File: src/design/hnm_pkg.sv
package hnm_pkg;

   localparam int MAX_WIDTH  = 4096;
   localparam int MAX_HEIGHT = 4096;
   localparam int RING_BITS  = 4;
   localparam int COL_BITS   = 12;
   localparam int HGT_BITS   = 16;
   localparam int ADDR_BITS  = RING_BITS + COL_BITS;
   localparam int RAM_DEPTH  = 2 ** ADDR_BITS;

   typedef logic [12:0]           dim_type;
   typedef logic [COL_BITS-1:0]   coord_type;
   typedef logic [HGT_BITS-1:0]   hgt_type;
   typedef logic [ADDR_BITS-1:0]  addr_type;

   typedef struct packed {
      dim_type w;
      dim_type h;
      logic    smooth;
   } geo_type;

   typedef enum logic [1:0] {
      CSR_WIDTH  = 2'd0,
      CSR_HEIGHT = 2'd1,
      CSR_GAIN   = 2'd2,
      CSR_SMOOTH = 2'd3
   } csr_type;

   localparam logic KIND_PIXEL = 1'b0;
   localparam logic KIND_FLUSH = 1'b1;

   typedef enum logic [1:0] {
      T_IDLE,
      T_FETCH,
      T_CALC,
      T_OUT
   } top_state_type;

   typedef enum logic [1:0] {
      F_IDLE,
      F_ISSUE,
      F_DRAIN
   } fetch_state_type;

   typedef enum logic [2:0] {
      N_IDLE,
      N_SLOPE,
      N_SQUARE,
      N_ROOT_INIT,
      N_ROOT,
      N_DIV_INIT,
      N_DIV
   } norm_state_type;

   function automatic dim_type clamp_dim(input dim_type v, input dim_type maxv);
      dim_type r;
      r = v;
      if (v == '0) begin
         r = 13'd1;
      end else if (v > maxv) begin
         r = maxv;
      end
      return r;
   endfunction

   // Clamp a signed coordinate into 0..n-1
   function automatic dim_type clamp_coord(input logic signed [14:0] v, input dim_type n);
      dim_type r;
      r = v[12:0];
      if (v < 15'sd0) begin
         r = '0;
      end else if (v >= $signed({2'b00, n})) begin
         r = n - 13'd1;
      end
      return r;
   endfunction

   // Rounded divide by 5 through a reciprocal multiply
   function automatic hgt_type div5r(input logic [18:0] s);
      logic [39:0] p;
      p = 40'(s + 19'd2) * 40'd838861;
      return p[37:22];
   endfunction

   function automatic hgt_type luma(input logic [7:0] r, input logic [7:0] g,
                                    input logic [7:0] b);
      logic [23:0] s;
      s = 24'(r) * 24'd19672 + 24'(g) * 24'd38620 + 24'(b) * 24'd7500 + 24'd128;
      return s[23:8];
   endfunction

endpackage

File: src/design/hnm_fetch.sv
module hnm_fetch (
   input  logic                           clock,
   input  logic                           reset,
   input  logic                           start,
   input  hnm_pkg::geo_type               geo,
   input  hnm_pkg::coord_type             ox,
   input  hnm_pkg::coord_type             oy,
   output logic                           rd_en,
   output hnm_pkg::addr_type              rd_addr,
   input  hnm_pkg::hgt_type               rd_data,
   output logic                           done,
   output logic [3:0][hnm_pkg::HGT_BITS-1:0] hgt
);
   import hnm_pkg::*;

   typedef struct packed {
      logic       valid;
      logic [1:0] pt;
      logic       first_h;
      logic       last_h;
      logic       first_v;
      logic       last_v;
   } tag_type;

   fetch_state_type state_ff, state_in;
   logic [1:0] pt_ff, pt_in;
   logic [2:0] vk_ff, vk_in, hk_ff, hk_in, lim;
   tag_type    tag_d_ff, tag_e_ff, tag_f_ff, tag_issue, tag_e_in, tag_f_in;
   logic [18:0] hsum_ff, hsum_in, hfull_ff, vsum_ff, vsum_in, vfull_ff;
   hgt_type     hb, val;
   logic [3:0][HGT_BITS-1:0] hgt_ff;
   logic        done_ff;
   logic signed [14:0] sx, sy, cx, cy, off_h, off_v;
   dim_type     tx, ty;

   assign lim = geo.smooth ? 3'd4 : 3'd0;

   // Center point of the current height sample, clamped first
   always_comb begin
      sx = $signed({3'b000, ox});
      sy = $signed({3'b000, oy});
      cx = sx;
      cy = sy;
      case (pt_ff)
         2'd0: cx = $signed({2'b00, clamp_coord(sx + 15'sd1, geo.w)});
         2'd1: cx = $signed({2'b00, clamp_coord(sx - 15'sd1, geo.w)});
         2'd2: cy = $signed({2'b00, clamp_coord(sy + 15'sd1, geo.h)});
         2'd3: cy = $signed({2'b00, clamp_coord(sy - 15'sd1, geo.h)});
         default: cx = sx;
      endcase
      off_h = geo.smooth ? $signed({12'd0, hk_ff}) - 15'sd2 : 15'sd0;
      off_v = geo.smooth ? $signed({12'd0, vk_ff}) - 15'sd2 : 15'sd0;
      tx = clamp_coord(cx + off_h, geo.w);
      ty = clamp_coord(cy + off_v, geo.h);
   end

   assign rd_addr = {ty[RING_BITS-1:0], tx[COL_BITS-1:0]};
   assign rd_en   = (state_ff == F_ISSUE);

   always_comb begin
      tag_issue.valid   = rd_en;
      tag_issue.pt      = pt_ff;
      tag_issue.first_h = (hk_ff == 3'd0);
      tag_issue.last_h  = (hk_ff == lim);
      tag_issue.first_v = (vk_ff == 3'd0);
      tag_issue.last_v  = (vk_ff == lim);
   end

   always_comb begin
      state_in = state_ff;
      pt_in    = pt_ff;
      vk_in    = vk_ff;
      hk_in    = hk_ff;
      case (state_ff)
         F_IDLE: begin
            if (start) begin
               state_in = F_ISSUE;
               pt_in    = '0;
               vk_in    = '0;
               hk_in    = '0;
            end
         end
         F_ISSUE: begin
            hk_in = hk_ff + 3'd1;
            if (hk_ff == lim) begin
               hk_in = '0;
               vk_in = vk_ff + 3'd1;
               if (vk_ff == lim) begin
                  vk_in = '0;
                  pt_in = pt_ff + 2'd1;
                  if (pt_ff == 2'd3) begin
                     state_in = F_DRAIN;
                  end
               end
            end
         end
         F_DRAIN: begin
            if (tag_f_ff.valid && tag_f_ff.pt == 2'd3) begin
               state_in = F_IDLE;
            end
         end
         default: state_in = F_IDLE;
      endcase
   end

   always_ff @(posedge clock) begin
      if (reset) begin
         state_ff <= F_IDLE;
         pt_ff    <= '0;
         vk_ff    <= '0;
         hk_ff    <= '0;
      end else begin
         state_ff <= state_in;
         pt_ff    <= pt_in;
         vk_ff    <= vk_in;
         hk_ff    <= hk_in;
      end
   end

   // Accumulate row taps, then column taps, then store the point
   assign hsum_in = (tag_d_ff.first_h ? 19'd0 : hsum_ff) + 19'(rd_data);
   assign hb      = geo.smooth ? div5r(hfull_ff) : hfull_ff[HGT_BITS-1:0];
   assign vsum_in = (tag_e_ff.first_v ? 19'd0 : vsum_ff) + 19'(hb);
   assign val     = geo.smooth ? div5r(vfull_ff) : vfull_ff[HGT_BITS-1:0];

   always_comb begin
      tag_e_in       = tag_d_ff;
      tag_e_in.valid = tag_d_ff.valid && tag_d_ff.last_h;
      tag_f_in       = tag_e_ff;
      tag_f_in.valid = tag_e_ff.valid && tag_e_ff.last_v;
   end

   always_ff @(posedge clock) begin
      if (reset) begin
         tag_d_ff <= '0;
         tag_e_ff <= '0;
         tag_f_ff <= '0;
         done_ff  <= 1'b0;
      end else begin
         tag_d_ff <= tag_issue;
         tag_e_ff <= tag_e_in;
         tag_f_ff <= tag_f_in;
         done_ff  <= tag_f_ff.valid && tag_f_ff.pt == 2'd3;
      end
   end

   always_ff @(posedge clock) begin
      if (tag_d_ff.valid) begin
         hsum_ff <= hsum_in;
         if (tag_d_ff.last_h) begin
            hfull_ff <= hsum_in;
         end
      end
      if (tag_e_ff.valid) begin
         vsum_ff <= vsum_in;
         if (tag_e_ff.last_v) begin
            vfull_ff <= vsum_in;
         end
      end
      if (tag_f_ff.valid) begin
         hgt_ff[tag_f_ff.pt] <= val;
      end
   end

   assign done = done_ff;
   assign hgt  = hgt_ff;

endmodule

File: config.mk
export PLATFORM = sky130hd
export DESIGN_NAME = hnm_fetch
export DESIGN_NICKNAME = d
export VERILOG_FILES = /design/src/design/hnm_pkg.sv /design/src/design/hnm_fetch.sv
export SDC_FILE = /design/constraint.sdc
export NUM_CORES = 1
export LEC_CHECK = 0
export BUFFER_PORTS_ARGS = -buffer_cell sky130_fd_sc_hd__buf_2
export CAP_MARGIN = 10
export CORE_ASPECT_RATIO = 0.6
export CORE_MARGIN = 2
export CORE_UTILIZATION = 40
export CTS_CLUSTER_DIAMETER = 200
export CTS_CLUSTER_SIZE = 10
export DETAILED_ROUTE_END_ITERATION = 8
export SETUP_SLACK_MARGIN = 0.05
export SLEW_MARGIN = 10
export SYNTH_ARGS = -nofsm -noshare
export SYNTH_HDL_FRONTEND = slang
export SYNTH_SLANG_ARGS = --single-unit
File: constraint.sdc
create_clock -name clock -period 13.8 [get_ports clock]
set_input_delay 2.76 -clock clock [delete_from_list [all_inputs] [get_ports clock]]
set_output_delay 2.76 -clock clock [all_outputs]
set_load 0.02 [all_outputs]
# Yosys cells after proc, flatten, opt, wreduce, memory -nomap -nowiden
# Index checks and enable logic that the tools add are counted.
# totals
input_bits,70
elab_cells,126
ramBits,0
memories,0
latchBits,0
romBits,0
output_inout_bits,82
register_bits,166
# op_classes
order_cmp,14
n_reduce_logical,15
n_eq_ne,13
n_bitwise,0
multipliers,2
n_addsub,17
muxes,40
div,0
shift,0
# ops
operator,n
$mux 13,8
$mul 20x20->38 const B,2
$bwmux 64,1
$lt 13x1->1 const B,4
$pmux 13 s2,2
$mux 16,3
$add 19x2->20 const B,2
$add 19x16->19,2
$mux 19,2
$demux 16 s2,1
$add 14x15->15,2
$ge 15x14->1,2
$lt 15x1->1 const B,2
$mux 15,2
$ge 13x14->1,2
$add 12x1->13 const B,2
$ge 13x13->1,2
$sub 12x1->13 const B,2
$sub 13x1->13 const B,2
$mux 12,2
$mux 2,8
$mux 3,5
$pmux 3 s2,2
$eq 2x2->1 const B,4
20 further kinds,35

# Logic depth before layout (Yosys ltp)
# Gate-level depths: netlist of run 1.
# depth
word_depth,9
depth_mapped,40
mapped_depth_nobuf,40

# Least setup slack after synthesis of run 1
# Ideal clock, no wire load.
# synth_path
path_kind,input to output
from,input oy[2]
to,output rd_addr[14]
path_slack_ps,1386
path_buffers,2
required_ps,11040
path_stages,38
t_arrival_ps,9654
cell_sequence,clkbuf_1 -> nor3_1 -> nor3b_1 -> nand2_1 -> nor3_1 -> xor2_1 -> ha_1 -> a21o_1 -> a21o_1 -> a21oi_1 -> nor2_1 -> o41ai_2 -> nor2_1 -> a311oi_1 -> buf_2 -> o21ai_0 -> ha_1 -> inv_1 -> [2 not listed] -> o21ai_0 -> a21boi_0 -> o21ai_0 -> nand2b_1 -> a31oi_1 -> nor2b_1 -> o21ai_0 -> a21oi_1 -> ha_1 -> and4_1 -> a21oi_1 -> nand2_1 -> a21o_1 -> a21oi_1 -> o31a_1 -> a21boi_0 -> a2bb2oi_1 -> o22ai_1
# synth_via
elab_chain_len,9
elab_cells_between_ends,16
cone_classes,add/sub: 3; order compare: 6; mux: 7
# synth_rtl
item,line_no,source
from (decl),hnm_fetch.sv:7,"input hnm_pkg::coord_type oy,"
$sub 12x1->13 or $add 12x1->13 (tied branches),"hnm_fetch.sv:48, hnm_fetch.sv:47",
$ge 13x14->1 or $ge 13x13->1 (tied branches),hnm_pkg.sv:72,"end else if (v >= $signed({2'b00, n})) begin"
$mux 13,hnm_pkg.sv:72,
$mux 13,hnm_pkg.sv:70,if (v < 15'sd0) begin
$pmux 13 s2 (*),hnm_fetch.sv:44,case (pt_ff)
$add 14x15->15 (*),hnm_fetch.sv:54,"ty = clamp_coord(cy + off_v, geo.h);"
$ge 15x14->1,hnm_pkg.sv:72,
$mux 4,hnm_pkg.sv:72,
$mux 4 (*),hnm_pkg.sv:70,
to (decl),hnm_fetch.sv:9,"output hnm_pkg::addr_type rd_addr,"
# Every way passes the cells marked *; elsewhere a longest branch is shown, timed or not.

# Worst setup path in the final report of run 1
# layout_path
from,input ox[0]
to,output rd_addr[5]
# layout_via
elab_chain_len,9
elab_cells_between_ends,16
cone_classes,add/sub: 3; order compare: 6; mux: 7
# layout_rtl
item,line_no,source
from (decl),hnm_fetch.sv:6,"input hnm_pkg::coord_type ox,"
$sub 12x1->13 or $add 12x1->13 (tied branches),"hnm_fetch.sv:46, hnm_fetch.sv:45",
$ge 13x14->1 or $ge 13x13->1 (tied branches),hnm_pkg.sv:72,
$mux 13,hnm_pkg.sv:72,
$mux 13,hnm_pkg.sv:70,
$pmux 13 s2 (*),hnm_fetch.sv:44,
$add 14x15->15 (*),hnm_fetch.sv:53,"tx = clamp_coord(cx + off_h, geo.w);"
$ge 15x14->1,hnm_pkg.sv:72,
$mux 12,hnm_pkg.sv:72,
$mux 12 (*),hnm_pkg.sv:70,
# Marks and branches as above.

==> summary.txt, run 1 <==
STA
  – Setup ws final: 0.576 ns
  – Fin Hold WS: 0.441 ns
  – Post-Route Setup TNS: 0 ns
  – Max Clock Skew: 0.0213 ns
  – Minimum clock period: 13.22 ns
  – Final hold vios: 0
  – Max Fclk: 0.0756 GHz
  – Slew margin rel.: 9.66%
  – Final setup viols: 0
  – Slew @ Worst Pin: 1.34 ns
  – Crit share post-route: 95.8%
  – Max Slew Vio Count: 0
  – RSZ-0062 raised after global routing: no

Synthesis
  – Syn Area/Cell: 9.84 µm²
  – Synth Area in Compound Gates: 10.8%
  – Largest cells by area after synthesis: ha_1 (25%), fa_1 (20%), edfxtp_1 (16%)
  – Post-synth ARST share: 0%
  – Post-synthesis xor/xnor area fraction: 6.84%
  – Simple-Gate Fraction of Synth Area: 10.1%
  – Mapped Nets: 3571
  – Adder-Cell Fraction of Synth Area: 45.1%
  – Post-synth top area share: 24.7%
  – Synthesized area: 26600 µm²
  – Largest area contributor in the netlist: ha_1
  – Mux contribution to synthesized area: 1.47%
  – Cells after Synth: 2704
  – Post-synth EDFFs: 140
  – Top FF cell, synth: edfxtp_1
  – Synth cell count leaders: ha_1 (525), inv_1 (516), fa_1 (272)
  – Synth Register Bits: 166
  – Yosys Warn Count: 0
  – Most common cell in the netlist: ha_1
  – Yosys cell types: 82
  – Main combinational cell family by area after synthesis: adder cells
  – Sequential area share after synthesis: 17.7%

Floorplan
  – Die height: 204 µm
  – Die Wd: 337 µm
  – # rows: 73
  – Die ar.: 68700 µm²
  – Io pins: 152
  – Starting density of the core: 40.3%
  – Core Area: 66000 µm²

Setup path
  – Critical path startpoint category: primary input
  – CP max FO: 17
  – R2r setup slk: 2.01 ns
  – CP max-delay cell: o21ai_0
  – Worst Setup End Kind: output pin
  – Arrival time at the worst endpoint: 10.46 ns
  – FF-to-FF path depth: 33
  – Critical Path Most Common Cell: ha_1
  – Crit-path max cell delay: 0.61 ns
  – Required @ worst endpoint: 11.04 ns
  – Worst setup path class: primary input to output pin
  – Reg-to-reg startpoint: hfull_ff[1]
  – Reg-to-reg endpoint: vfull_ff[18]

Cells and area
  – Non-Filler Instances: 3764
  – Fillcell total: 6358
  – Area of the multi-input gates: 19800 µm²
  – Area Overhead vs Synth: 9.39%
  – Nets: 3717
  – FF+latch area: 4720 µm²
  – Share of layout cells above drive strength 1: 8.98%

Detailed routing
  – TritonRoute pass-1 iters: 6
  – Wire per inst: 20.1 µm
  – 1st-iter DRT viols: 1677
  – ANT nets after route: 0
  – DRC: 0
  – Via count: 20.3k
  – Vias per cell: 5.39
  – Post-Route WL: 75.8 mm

Clocking
  – Hold buffer count at CTS: 0
  – TritonCTS clock tree: done
  – Num CTS Buffers: 17
  – Latest clock arrival within the worst-skew pair: 0.44 ns
  – Root Buffer: clkbuf_16
  – Max clock buf depth: 2
  – Clock transition at path regs: 0.08 ns
  – H-tree depth: 4
  – Clock Sinks: 166

Flow run
  – Max Cap Violations: 0

Worst hold path
  – WHS Endpoint: tag_e_ff[5]
  – WHS Path Cells: 1
  – Hold crit path type: register to register
  – Hold Path Origin: tag_d_ff[5]

Global routing
  – Global-route wire length before repair: 118 mm
  – Total Routing Usage GR: 22.4%
  – Pin count of the biggest net entering global routing: 41
  – Antenna violations before repair: 1
  – Number of global-route vias before repair: 20.2k
  – GRT overflow: 0

Place
  – Final GP Congestion: 0.982
  – Detailed placement HPWL: 65.3 mm
  – Placed cells: 3731
  – Post-Place Setup Slack: 0.537 ns
  – I/O Buffers: 151

Status
  – Outcome: completed

Pwr
  – Clock power frac: 13.5%
  – Maximum vdd drop: 124 µV
  – Comb pwr share: 68.6%
  – Seq pwr share: 17.8%
  – Power Density: 129 nW/µm²
  – Leakage: 14.2 nW
  – Pwr Total: 3.75 mW
  – Net Sw Frac: 46.7%
  – Switching power: 1.75 mW
  – Internal power: 2.00 mW
[sequential cells by signal (all words and copies together) (netlist names), 5 cells and up]
signal	count
hgt	64
hfull_ff	19
hsum_ff	19
vsum_ff	19
tag_d_ff	7
vfull_ff	19
tag_e_ff	5
[repair_timing]
item,CTS,global route
endpoints found under the setup margin,0,4
resized for setup,0,3
buffers inserted,0,0
[placed cells by master, fill, tap and decap left out, types with 63 or more instances in the layout]
cell type / n
fa_1: 272
xnor2_1: 148
o21ai_0: 63
ha_1: 525
nand2_1: 104
buf_2: 151
edfxtp_1: 140
inv_1: 516
nor2_1: 136
a21oi_1: 81
[worst max-delay path, delay by kind of cell]
family | cells | cell delay, ns
AOI/OAI and AO/OA | 14 | 3.58
xor gates and xnor gates | 2 | 0.37
adders and majority gates | 5 | 1.42
buffers and inverters | 2 | 0.39
and+or+nand+nor | 9 | 1.95
[power by group through the flow]
stage                     clock (mW)  sequential, mW  combinational [mW]
after CTS                      0.517           0.669                2.55
final                          0.508           0.669                2.58
after global placement             0           0.679                2.46
after global routing           0.541           0.670                2.89
after detailed placement           0           0.680                2.50
after floorplan                    0           0.675                1.82
[per-stage QoR]
stage,instance area (µm²),utilization [%]
after floorplan,26600,-
after global placement,28500,43.1
after detailed placement,28500,43.1
after CTS,29100,44.1
after global routing,29100,44.1
final,29100,44.1
[layer usage]
layer  vias up  part of all wire [%]  GRT usage [%]
met4         0                  0.55           2.02
met2       839                    37           29.2
met3        35                    11           6.02
met1      9898                    52           36.8
li1       9500                     -              -
met5         -                     0              0
[logic make-up (layout without fill, tap and decap cells)]
family | count (synthesis) | in the layout
AOI/OAI and AO/OA | 411 | 411
DFF | 166 | 166
muxes | 36 | 36
adders and majority gates | 797 | 797
other | 0 | 1
xor gates and xnor gates | 208 | 208
buffers and inverters | 555 | 714
and+or+nand+nor | 531 | 531
[layout make-up]
| cell class | count | area share, % |
|---|---|---|
| flip-flops and latches | 166 | 16.2 |
| clock inverters | 15 | 0.705 |
| diodes | 1 | 0.00859 |
| clock buffers | 17 | 1.46 |
| well taps | 900 | 3.87 |
| multi-input cells | 1983 | 68.1 |
| inverters | 516 | 6.65 |
| repair buffers | 166 | 2.98 |
[how the worst max path moves through the flow]
stage	end	depth (start not counted)	slack, ns	startpoint
CTS	rd_addr[14]	38	0.51	oy[2]
floorplan	rd_addr[14]	38	1.39	oy[2]
global route	rd_addr[5]	31	0.07	ox[4]
detailed placement	rd_addr[14]	38	0.54	oy[2]
finish	rd_addr[5]	32	0.58	ox[0]
global placement	rd_addr[14]	39	0.68	oy[2]
Power figures use the tool's default switching activity.
==> inputs of run 2 (changes only) <==
- PLACE_DENSITY: not set -> 0.66
==> summary.txt, run 2 (synthesized netlist as in run 1, its figures left out) <==
Status
  – Outcome: completed (unchanged)

Cells and area
  – Area Overhead vs Synth: 9.31% (was 9.39%)
  – Largest register FFs: 64 (unchanged)
  – Nets: 3717 (unchanged)
  – Fillcell total: 6317 (was 6358)
  – Most frequent cells in the layout: ha_1 (525), inv_1 (516), fa_1 (272) (unchanged)
  – Commonest non-fill, non-tap cell in the layout: ha_1 (unchanged)
  – Share of layout cells above drive strength 1: 8.94% (was 8.98%)

Detailed routing
  – ANT nets after route: 0 (unchanged)
  – TritonRoute pass-1 iters: 6 (unchanged)
  – Vias per cell: 5.29 (was 5.39)
  – Via count: 19.9k (was 20.3k)
  – Post-Route WL: 72.8 mm (was 75.8 mm)
  – 1st-iter DRT viols: 1889 (was 1677)
  – Wire per inst: 19.3 µm (was 20.1 µm)
  – DRC: 0 (unchanged)

Clocking
  – Clock Sinks: 166 (unchanged)
  – Max clock buf depth: 2 (unchanged)
  – TritonCTS clock tree: done (unchanged)
  – Root Buffer: clkbuf_16 (unchanged)
  – Setup Buffers After CTS: 0 (unchanged)
  – H-tree depth: 4 (unchanged)
  – Clock transition at path regs: 0.08 ns (about the same)
  – Num CTS Buffers: 17 (unchanged)
  – Latest clock arrival within the worst-skew pair: 0.45 ns (was 0.44 ns)

Setup path
  – Arrival time at the worst endpoint: 10.29 ns (was 10.46 ns)
  – Crit-path max cell delay: 0.36 ns (was 0.61 ns)
  – CP max-delay cell: nor3b_1 (was o21ai_0)
  – Worst setup path class: primary input to output pin (unchanged)
  – Critical path startpoint category: primary input (unchanged)
  – CP Launch Point: oy[2] (was ox[0])
  – Reg-to-reg startpoint: hfull_ff[2] (was hfull_ff[1])
  – CP max FO: 13 (was 17)
  – Critical Path Most Common Cell: a21oi_1 (was ha_1)
  – Worst Setup End Kind: output pin (unchanged)
  – Reg-to-reg endpoint: vfull_ff[18] (unchanged)
  – Required @ worst endpoint: 11.04 ns (about the same)
  – Critical path capture point: rd_addr[15] (was rd_addr[5])
  – R2r setup slk: 2.08 ns (was 2.01 ns)
  – FF-to-FF path depth: 33 (unchanged)

STA
  – Slew @ Worst Pin: 1.20 ns (was 1.34 ns)
  – Max Clock Skew: 0.0132 ns (was 0.0213 ns)
  – Slew margin rel.: 19.7% (was 9.66%)
  – Final setup viols: 0 (unchanged)
  – Max Fclk: 0.0766 GHz (was 0.0756 GHz)
  – Crit share post-route: 94.5% (was 95.8%)
  – Minimum clock period: 13.05 ns (was 13.22 ns)
  – Post-Route Setup TNS: 0 ns (unchanged)
  – Final hold vios: 0 (unchanged)
  – RSZ-0062 raised after global routing: no (unchanged)
  – Max Slew Vio Count: 0 (unchanged)

Floorplan
  – Die height: 204 µm (unchanged)
  – # rows: 73 (unchanged)
  – Die ar.: 68700 µm² (unchanged)
  – Die Wd: 337 µm (unchanged)
  – Core Area: 66000 µm² (unchanged)
  – Io pins: 152 (unchanged)
  – Starting density of the core: 40.3% (unchanged)

Global routing
  – Pin count of the biggest net entering global routing: 41 (unchanged)
  – Antenna violations before repair: 3 (was 1)
  – Global-route wire length before repair: 113 mm (was 118 mm)
  – GRT overflow: 0 (unchanged)
  – Number of global-route vias before repair: 19.0k (was 20.2k)
  – Total Routing Usage GR: 21.5% (was 22.4%)

Place
  – Detailed placement HPWL: 62.3 mm (was 65.3 mm)
  – I/O Buffers: 151 (unchanged)
  – Final GP Congestion: 0.962 (was 0.982)

Flow run
  – Max Cap Violations: 0 (unchanged)

Worst hold path
  – Hold crit path type: register to register (unchanged)

Pwr
  – Pwr Total: 3.65 mW (was 3.75 mW)
  – Leakage: 14.2 nW (about the same)
  – Maximum vdd drop: 139 µV (was 124 µV)
  – Power Density: 125 nW/µm² (was 129 nW/µm²)
==> run 2: cell types whose count changed in the layout (fill, tap and decap cells not counted) <==
| cell | before | now |
|---|---|---|
| bufinv_16 | 2 | 0 |
| clkinv_8 | 3 | 6 |
| clkinvlp_4 | 1 | 0 |
| inv_12 | 0 | 1 |
| inv_6 | 4 | 5 |
| inv_8 | 4 | 2 |
| nor3b_1 | 3 | 4 |
| nor3b_2 | 2 | 1 |
==> run 2: worst min path at each step <==
stage	from	to	slack, ns	cells past startpoint
4_1_cts	tag_d_ff[4]	tag_e_ff[4]	0.44	1
3_3_place_gp	tag_e_ff[4]	tag_f_ff[4]	0.42	1
3_5_place_dp	tag_d_ff[4]	tag_e_ff[4]	0.42	1
2_1_floorplan	tag_d_ff[0]	tag_e_ff[0]	0.41	1
6_report	tag_e_ff[4]	tag_f_ff[4]	0.44	1
5_1_grt	tag_e_ff[4]	tag_f_ff[4]	0.46	1
==> run 2: through the flow <==
step | std cells | util [%] | hold slack, ns | area, µm² | worst slack, ns
2_1_floorplan | 2704 | - | 0.414 | 26600 | 1.39
3_3_place_gp | 3731 | 43.1 | 0.421 | 28500 | 0.869
3_5_place_dp | 3731 | 43.1 | 0.422 | 28500 | 0.761
4_1_cts | 3763 | 44.0 | 0.441 | 29100 | 0.721
5_1_grt | 3764 | 44.1 | 0.461 | 29100 | 0.0944
6_report | 3764 | 44.1 | 0.436 | 29100 | 0.753
==> run 2: final cells by class <==
type                            count  area [µm²]  share of cell area (%)
Clock inverter                     15         189                   0.649
Sequential cell                   166        4720                    16.2
Clock buffer                       17         425                    1.46
Multi-Input combinational cell   1983       19800                    68.1
Tap cell                          900        1130                    3.87
Inverter                          516        1940                    6.66
Antenna cell                        1        2.50                 0.00860
Timing Repair Buffer              166         868                    2.98
==> run 2: power by group <==
group | switching [mW] | total (mW) | internal [mW]
Clock | 0.241 | 0.488 | 0.247
Combinational | 1.43 | 2.49 | 1.05
Sequential | 0.0133 | 0.673 | 0.659
==> run 2: metal layers <==
| layer | global-route usage (%) | vias to the layer above | part of all wire (%) |
|---|---|---|---|
| li1 | - | 9508 | - |
| met5 | 0 | - | 0.018 |
| met4 | 2.34 | 2 | 0.59 |
| met3 | 7.27 | 38 | 12 |
| met1 | 35.4 | 9545 | 52 |
| met2 | 26.6 | 837 | 35 |
==> run 2: worst max-delay path, delay by kind of cell <==
family | cells | cell delay, ns
adders and majority gates | 3 | 0.93
and+or+nand+nor | 12 | 1.96
AOI/OAI and AO/OA | 19 | 3.63
xor gates and xnor gates | 1 | 0.22
buffers and inverters | 4 | 0.78
==> run 2: repair_timing <==
item	4_1_cts	5_1_grt
hold buffers	0	0
resized for setup	0	2
endpoints found under the setup margin	0	4
hold endpoints to repair	0	0
